[config.mk]
export PLATFORM = sky130hd
export DESIGN_NAME = sorted_priority_queue_top
export DESIGN_NICKNAME = d
export VERILOG_FILES = /design/src/rtl/core/spq_pkg.sv /design/src/rtl/core/spq_ctrl.sv /design/src/rtl/core/spq_dp.sv /design/src/rtl/core/sorted_priority_queue_top.sv
export SDC_FILE = /design/constraint.sdc
export NUM_CORES = 2
export LEC_CHECK = 0
export BUFFER_PORTS_ARGS = -buffer_cell sky130_fd_sc_hd__buf_2
export CELL_PAD_IN_SITES_DETAIL_PLACEMENT = 1
export CELL_PAD_IN_SITES_GLOBAL_PLACEMENT = 2
export CORE_MARGIN = 4
export CORE_UTILIZATION = 40
export CTS_CLUSTER_SIZE = 24
export DETAILED_ROUTE_END_ITERATION = 10
export GPL_TIMING_DRIVEN = 0
export HOLD_SLACK_MARGIN = 0.1
export PLACE_DENSITY = 0.74
export SYNTH_ARGS = -nofsm -noshare
export SYNTH_HDL_FRONTEND = slang
export SYNTH_SLANG_ARGS = --single-unit
[constraint.sdc]
create_clock -name clock -period 5.3 [get_ports clock]
set_input_delay 1.06 -clock clock [delete_from_list [all_inputs] [get_ports clock]]
set_output_delay 1.06 -clock clock [all_outputs]
set_load 0.02 [all_outputs]
[src/rtl/core/spq_pkg.sv]
// Sorted priority queue package: depth, widths, opcodes, status codes,
// beat structs and the controller/datapath command and status structs.
// No dependencies.
`default_nettype none

package spq_pkg;

   localparam int DEPTH = 32;
   localparam int CNT_W = $clog2(DEPTH + 1);
   localparam int IDX_W = $clog2(DEPTH);
   localparam int OCC_W = 6;
   localparam int VAL_W = 32;

   localparam logic [1:0] FUNC_INSERT = 2'd0;
   localparam logic [1:0] FUNC_DELETE = 2'd1;
   localparam logic [1:0] FUNC_DUMP   = 2'd2;

   localparam logic [1:0] ST_OK        = 2'd0;
   localparam logic [1:0] ST_OVERFLOW  = 2'd1;
   localparam logic [1:0] ST_EMPTY     = 2'd2;
   localparam logic [1:0] ST_NOT_FOUND = 2'd3;

   typedef struct packed {
      logic [1:0]              func;
      logic signed [VAL_W-1:0] value;
   } req_type;

   typedef struct packed {
      logic [1:0]              status;
      logic signed [VAL_W-1:0] data;
      logic [OCC_W-1:0]        occupancy;
      logic                    last;
   } rsp_type;

   typedef struct packed {
      logic load_req;    // capture the request beat
      logic apply;       // run insert/delete and post the single result
      logic dump_start;  // rewind the dump pointer
      logic dump_emit;   // post the entry under the dump pointer
   } cmd_type;

   typedef struct packed {
      logic dump_op;     // held request is a dump
      logic empty;       // no entries stored
      logic out_free;    // output register can take a beat this cycle
      logic dump_last;   // dump pointer is at the last stored entry
   } stat_type;

endpackage

`default_nettype wire

[src/rtl/core/spq_ctrl.sv]
// Sorted priority queue controller: sequences request capture, update and dump.
// Depends on spq_pkg.
`default_nettype none

module spq_ctrl
   import spq_pkg::*;
(
   input  wire logic     clock,
   input  wire logic     reset,
   input  wire logic     req_valid,
   output logic          req_ready,
   output cmd_type       cmd,
   input  wire stat_type stat
);

   typedef enum logic [1:0] {
      S_IDLE,
      S_OP,
      S_DUMP
   } state_type;

   state_type state_ff;
   state_type state_in;

   always_comb begin
      state_in = state_ff;
      cmd      = '0;
      req_ready = 1'b0;
      unique case (state_ff)
         S_IDLE: begin
            req_ready = 1'b1;
            if (req_valid) begin
               cmd.load_req = 1'b1;
               state_in     = S_OP;
            end
         end
         S_OP: begin
            if (stat.dump_op && !stat.empty) begin
               cmd.dump_start = 1'b1;
               state_in       = S_DUMP;
            end else if (stat.out_free) begin
               cmd.apply = 1'b1;
               state_in  = S_IDLE;
            end
         end
         S_DUMP: begin
            if (stat.out_free) begin
               cmd.dump_emit = 1'b1;
               if (stat.dump_last) begin
                  state_in = S_IDLE;
               end
            end
         end
         default: begin
            state_in = S_IDLE;
         end
      endcase
   end

   always_ff @(posedge clock) begin
      if (reset) begin
         state_ff <= S_IDLE;
      end else begin
         state_ff <= state_in;
      end
   end

endmodule

`default_nettype wire

[src/rtl/core/spq_dp.sv]
// Sorted priority queue datapath: row of compare-and-shift cells, count,
// dump pointer and the output register. Depends on spq_pkg.
`default_nettype none

module spq_dp
   import spq_pkg::*;
(
   input  wire logic    clock,
   input  wire logic    reset,
   input  wire req_type req_data,
   output logic         rsp_valid,
   input  wire logic    rsp_ready,
   output rsp_type      rsp_data,
   input  wire cmd_type cmd,
   output stat_type     stat
);

   req_type                 req_ff;
   logic signed [VAL_W-1:0] entries_ff [DEPTH];
   logic signed [VAL_W-1:0] entries_in [DEPTH];
   logic [CNT_W-1:0]        count_ff;
   logic [CNT_W-1:0]        count_in;
   logic [IDX_W-1:0]        idx_ff;
   rsp_type                 rsp_ff;
   rsp_type                 rsp_in;
   logic                    rsp_valid_ff;

   logic [DEPTH-1:0] ge;      // value >= entry, or cell beyond count
   logic [DEPTH-1:0] le;      // stored entry <= value
   logic [DEPTH-1:0] eq;      // stored entry == value
   logic             found;
   logic             full;
   logic             is_insert;
   logic             is_delete;

   assign full      = (count_ff == CNT_W'(DEPTH));
   assign found     = |eq;
   assign is_insert = (req_ff.func == FUNC_INSERT);
   assign is_delete = (req_ff.func == FUNC_DELETE);

   for (genvar g = 0; g < DEPTH; g++) begin : g_cell
      logic cell_valid;
      assign cell_valid = (CNT_W'(g) < count_ff);
      assign ge[g] = !cell_valid || (entries_ff[g] <= req_ff.value);
      assign le[g] = cell_valid && (entries_ff[g] <= req_ff.value);
      assign eq[g] = cell_valid && (entries_ff[g] == req_ff.value);

      // Insert: take the value at the first cell where it fits, take the
      // left neighbor behind it. Delete: pull in the right neighbor from the
      // first match onward.
      if (g == 0) begin : g_first
         always_comb begin
            entries_in[g] = entries_ff[g];
            if (is_insert && !full && ge[g]) begin
               entries_in[g] = req_ff.value;
            end else if (is_delete && found && le[g]) begin
               entries_in[g] = entries_ff[g+1];
            end
         end
      end else if (g == DEPTH - 1) begin : g_end
         always_comb begin
            entries_in[g] = entries_ff[g];
            if (is_insert && !full && ge[g-1]) begin
               entries_in[g] = entries_ff[g-1];
            end else if (is_insert && !full && ge[g]) begin
               entries_in[g] = req_ff.value;
            end
         end
      end else begin : g_mid
         always_comb begin
            entries_in[g] = entries_ff[g];
            if (is_insert && !full && ge[g-1]) begin
               entries_in[g] = entries_ff[g-1];
            end else if (is_insert && !full && ge[g]) begin
               entries_in[g] = req_ff.value;
            end else if (is_delete && found && le[g]) begin
               entries_in[g] = entries_ff[g+1];
            end
         end
      end
   end

   // Single result of insert, delete or empty dump.
   always_comb begin
      count_in       = count_ff;
      rsp_in.status  = ST_OK;
      rsp_in.data    = req_ff.value;
      rsp_in.last    = 1'b1;
      if (req_ff.func[1]) begin
         rsp_in.status = ST_EMPTY;
         rsp_in.data   = '0;
      end else if (is_insert) begin
         if (full) begin
            rsp_in.status = ST_OVERFLOW;
         end else begin
            count_in = count_ff + CNT_W'(1);
         end
      end else if (count_ff == '0) begin
         rsp_in.status = ST_EMPTY;
      end else if (!found) begin
         rsp_in.status = ST_NOT_FOUND;
      end else begin
         count_in = count_ff - CNT_W'(1);
      end
      rsp_in.occupancy = OCC_W'(count_in);
   end

   always_ff @(posedge clock) begin
      if (cmd.load_req) begin
         req_ff <= req_data;
      end
      if (cmd.apply && !req_ff.func[1]) begin
         for (int i = 0; i < DEPTH; i++) begin
            entries_ff[i] <= entries_in[i];
         end
      end
      if (cmd.apply) begin
         rsp_ff <= rsp_in;
      end else if (cmd.dump_emit) begin
         rsp_ff.status    <= ST_OK;
         rsp_ff.data      <= entries_ff[idx_ff];
         rsp_ff.occupancy <= OCC_W'(count_ff);
         rsp_ff.last      <= stat.dump_last;
      end
      if (cmd.dump_start) begin
         idx_ff <= '0;
      end else if (cmd.dump_emit) begin
         idx_ff <= idx_ff + IDX_W'(1);
      end
   end

   always_ff @(posedge clock) begin
      if (reset) begin
         count_ff     <= '0;
         rsp_valid_ff <= 1'b0;
      end else begin
         if (cmd.apply) begin
            count_ff <= count_in;
         end
         if (cmd.apply || cmd.dump_emit) begin
            rsp_valid_ff <= 1'b1;
         end else if (rsp_ready) begin
            rsp_valid_ff <= 1'b0;
         end
      end
   end

   assign stat.dump_op   = req_ff.func[1];
   assign stat.empty     = (count_ff == '0);
   assign stat.out_free  = !rsp_valid_ff || rsp_ready;
   assign stat.dump_last = ((CNT_W'(idx_ff) + CNT_W'(1)) == count_ff);

   assign rsp_valid = rsp_valid_ff;
   assign rsp_data  = rsp_ff;

`ifndef NO_ASSERTIONS
   a_count_bound: assert property (@(posedge clock) disable iff (reset)
      count_ff <= CNT_W'(DEPTH))
      else $error("entry count exceeds depth");

   a_one_load: assert property (@(posedge clock) disable iff (reset)
      !(cmd.apply && cmd.dump_emit))
      else $error("output register loaded twice in one cycle");

   a_ins_count: assert property (@(posedge clock) disable iff (reset)
      cmd.apply && is_insert && !full |=> count_ff == $past(count_ff) + CNT_W'(1))
      else $error("insert did not grow the queue by one");

   a_post_valid: assert property (@(posedge clock) disable iff (reset)
      cmd.apply || cmd.dump_emit |=> rsp_valid_ff)
      else $error("posted result not marked valid");
`endif

endmodule

`default_nettype wire

[src/rtl/core/sorted_priority_queue_top.sv]
// Sorted priority queue top: valid/ready request and response channels around
// the spq_ctrl controller and spq_dp datapath. Depends on spq_pkg.
// Order: the request beat is registered in the held request, then the result
// beat in the output register (one compare-and-shift update across all cells);
// a non-empty dump first rewinds its pointer, then posts from the first entry.
// Flow: a request is taken only after the last posted its final beat; a dump
// posts one beat per stored entry through the single output register. Each
// cycle that a waiting beat is not taken holds the update or the dump pointer.
// Reset: synchronous, active high; clears count and handshake state, entries
// are left as they are and never read beyond count.
`default_nettype none

module sorted_priority_queue_top
   import spq_pkg::*;
(
   input  wire logic    clock,
   input  wire logic    reset,
   input  wire logic    req_valid,
   output logic         req_ready,
   input  wire req_type req_data,
   output logic         rsp_valid,
   input  wire logic    rsp_ready,
   output rsp_type      rsp_data
);

   // Commands flow from the controller into the datapath; status flows back.
   cmd_type  cmd;
   stat_type stat;

   // Controller: take one request beat, then either apply it once the output
   // register is free or step the dump pointer one beat per free output slot.
   spq_ctrl u_ctrl (
      .clock     (clock),
      .reset     (reset),
      .req_valid (req_valid),
      .req_ready (req_ready),
      .cmd       (cmd),
      .stat      (stat)
   );

   // Datapath: every cell compares against the held value in parallel and
   // shifts left or right in the same update; the output register holds a beat
   // until the consumer takes it.
   spq_dp u_dp (
      .clock     (clock),
      .reset     (reset),
      .req_data  (req_data),
      .rsp_valid (rsp_valid),
      .rsp_ready (rsp_ready),
      .rsp_data  (rsp_data),
      .cmd       (cmd),
      .stat      (stat)
   );

endmodule

`default_nettype wire

==> flow_metrics.tcl <==
set metrics [dict create \
    hold_path_class "primary input to flip-flop" \
    clock_sinks 1118 \
    die_h_um 472 \
    min_period_ns 5.54 \
    critPathLaunch "u_dp.req_ff[8]" \
    port_buffers 79 \
    path_buf_inv 3 \
    violations "max-capacitance violations, max-slew violations, negative setup slack" \
    ys_async_sr_fraction 0 \
    startpoint_type "flip-flop" \
    ys.flop_type "edfxtp_1" \
    synthDistinctLibCells 93 \
    relSlewSlack -0.0592 \
    p_leak_nw 37.5 \
    numCtsBuffers 150 \
    setup_viol 372 \
    synth_seq_cells 1118 \
    start_util 0.402 \
    wire_per_inst_um 39.3 \
    syn-cell-area_mm2 0.0862 \
    cts_hold_buf 0 \
    cts_tree "built" \
    grt_max_degree 37 \
    drcViolationCount 0 \
    fin_skew_ns 0.0402 \
    synth_top_family_by_area "compound AO/OA/AOI/OAI gates" \
    cp_num_cells 13 \
    yosysSeqAreaShare 0.387 \
    antenna_left 0 \
    drt_pre_antenna_iters 9 \
    dieArea_mm2 0.223 \
    timing.fmax_ghz 0.181 \
    cap_violations 1 \
    grt_pass1_vias 79400 \
    muxShareOfSynthArea 0.135 \
    dp_slack_ns -1.62 \
    layout.nets 9268 \
    end_kind "flip-flop" \
    synth_edf_count 1098 \
    core_mm2 0.214 \
    gr-total-overflow 0 \
    max_stage_delay_ns 0.83 \
    critPathMaxFanout 35 \
    synth_warnings 0 \
    cp-endpoint "u_dp.entries_ff[23][14]" \
    r2r-start "u_dp.req_ff[8]" \
    power_switching_share 0.354 \
    setup_ws_ns -0.240 \
    antenna_found_initial 37 \
    drive_gt1_frac 0.148 \
    pin_count 81 \
    h-tree-depth 4 \
    power_density_mw_per_mm2 310 \
    cp.arrival_ns 6.06 \
    path_class "flip-flop to flip-flop" \
    final_util 0.457 \
    tightest_slew_ns 1.55 \
    peakVddDrop_mv 0.340 \
    p_int_mw 19.7 \
    rows 170 \
    wl_um 440000 \
    slew_viol_final 2 \
    clockBufferDepth 3 \
    synth.avg_cell_area_um2 11.0 \
    fin_crit_sh 1.05 \
    grt_pass1_wl_um 600000 \
    die_w_um 472 \
    gp_congestion 1.05 \
    path_cells "inv_2, buf_12, ha_1, nand4_1, nor4_1, nand4_1, o2111ai_2, nor4_1, nand3_1, and2_4, a31oi_1, a21oi_4, buf_16" \
    path_clk_slew_ns 0.06 \
    required_ns 5.82 \
    switchingPower_mw 10.8 \
    combPwrFrac 0.315 \
    reg2regPathDepth 13 \
    synth_cells 7856 \
    power.sequential.fraction 0.341 \
    slowest_stage "nand4_1" \
    finalHoldViolCount 0 \
    root_buffer "clkbuf_16" \
    syn_to_final_growth_pct 13.7 \
    synthAdderAreaFrac 0.149 \
    syn-num-nets 8923 \
    insertion_delay_ns 0.84 \
    status "complete, but fails checks" \
    clkPwrFrac 0.344 \
    synthSimpleGateAreaFrac 0.106 \
    r2r_end "u_dp.entries_ff[23][14]" \
    via_per_inst 6.85 \
    synthXorXnorAreaFrac 0.00112 \
    critPathTopFamily "simple AND/OR/NAND/NOR gates" \
    grt_usage 0.383 \
    hpwl_um 366000 \
    synth-compound-area-share 0.184 \
    drt_iter0_markers 8944 \
    vias 76700 \
    reg2reg_slack_ns -0.24 \
]
[routing by layer]
metal | wire length (um) | GRT usage | vias up
li1 | - | - | 32400
met1 | 162000 | 0.446 | 39700
met2 | 205000 | 0.629 | 3553
met3 | 31900 | 0.0673 | 1059
met4 | 40300 | 0.294 | 6
met5 | 46 | 0 | -
[synth_stat cells (78+ instances only)]
cell type  instances  share of area
nand2_1          519          0.023
a21o_1           259          0.023
mux4_2           320          0.084
nand3_1          103         0.0060
nor3_1           125         0.0073
inv_1            200         0.0087
mux2i_1          324          0.038
buf_2            159         0.0092
clkbuf_1         282          0.012
nor4_1           105         0.0076
o21ai_0          339          0.020
o221ai_1         198          0.020
nand4_1          281          0.020
ha_1            1029           0.15
a21oi_1          663          0.038
nor2_1           570          0.025
nor2b_1           78         0.0057
mux2_2           103          0.013
a221o_1          287          0.033
a2bb2oi_1        127          0.013
edfxtp_1        1098           0.38
[area by class of cell]
type                    instances  area (um^2)
fillers                     22900       116000
multi-input cells            6002        50600
flip-flops and latches       1118        33400
clock buffers                 206         4180
well taps                    2838         3550
repair buffers                197         2450
plain buffers                 532         2450
inverters                     200          756
clock inverters                71          651
diodes                         21         52.6
[power by group through the flow]
stage / registers, mW / logic (mW) / clock network (mW)
after global routing: 10.4 / 9.89 / 10.9
after floorplan: 10.4 / 5.39 / 0
after global placement: 10.6 / 8.78 / 0
final: 10.4 / 9.58 / 10.5
after detailed placement: 10.5 / 9.23 / 0
after CTS: 10.4 / 9.30 / 10.5
[kinds of logic after synthesis]
kind of cell,Yosys count
AO/OA/AOI/OAI,2292
AND/OR/NAND/NOR,1920
flip-flops,1118
adder cells (fa/ha/maj),1029
multiplexers,750
buffers and inverters,736
XOR/XNOR,11
[layout by cell type (no fill, tap or decap), types with 198 or more instances in the layout]
| cell type | synthesis | final |
|---|---|---|
| edfxtp_1 | 1098 | 1098 |
| ha_1 | 1029 | 1029 |
| a21oi_1 | 663 | 644 |
| nor2_1 | 570 | 556 |
| nand2_1 | 519 | 513 |
| o21ai_0 | 339 | 337 |
| mux2i_1 | 324 | 324 |
| mux4_2 | 320 | 320 |
| clkbuf_1 | 282 | 300 |
| a221o_1 | 287 | 287 |
| nand4_1 | 281 | 281 |
| a21o_1 | 259 | 256 |
| buf_2 | 159 | 251 |
| o221ai_1 | 198 | 198 |
[sequential cells by signal (all words and copies together), names as in the netlist, named ones only]
signal and count:
u_dp.entries_ff 1024, u_dp.rsp_data 41, u_dp.req_ff 33, u_dp.count_ff 6
u_dp.idx_ff 5, u_ctrl.state_ff 2, u_dp.rsp_valid 1, u_dp.stat 1
[through the flow]
stage	instance area [um^2]	hold slack, ns	std cells	setup TNS [ns]	power [mW]
5_1_grt	98000	0.384	11200	-0.00954	31.2
3_5_place_dp	92100	0.489	10800	-1660.89	19.8
2_1_floorplan	86200	0.476	7856	0	15.8
4_1_cts	97500	0.361	11100	-2.24	30.2
6_report	98000	0.409	11200	-24.03	30.4
3_3_place_gp	90200	0.476	10800	-5908.51	19.3
[how the worst min path moves through the flow]
| stage | cells past startpoint | start | to | slack, ns |
|---|---|---|---|---|
| 2_1_floorplan | 2 | u_dp.idx_ff[1] | flip-flop | 0.48 |
| 3_3_place_gp | 2 | u_dp.rsp_data[0] | u_dp.rsp_data[0] | 0.48 |
| 3_5_place_dp | 2 | u_dp.rsp_data[0] | u_dp.rsp_data[0] | 0.49 |
| 4_1_cts | 1 | req_data[4] | u_dp.req_ff[4] | 0.36 |
| 5_1_grt | 1 | req_data[6] | u_dp.req_ff[6] | 0.38 |
| 6_report | 1 | req_data[6] | u_dp.req_ff[6] | 0.41 |
[timing repair]
| action | CTS | global route |
|---|---|---|
| pin swaps | 9 | 16 |
| setup buffers | 12 | 30 |
| resized for setup | 101 | 24 |
| endpoints found under the setup margin | 1900 | 811 |
Note: power is estimated with default switching activity, not from simulation.
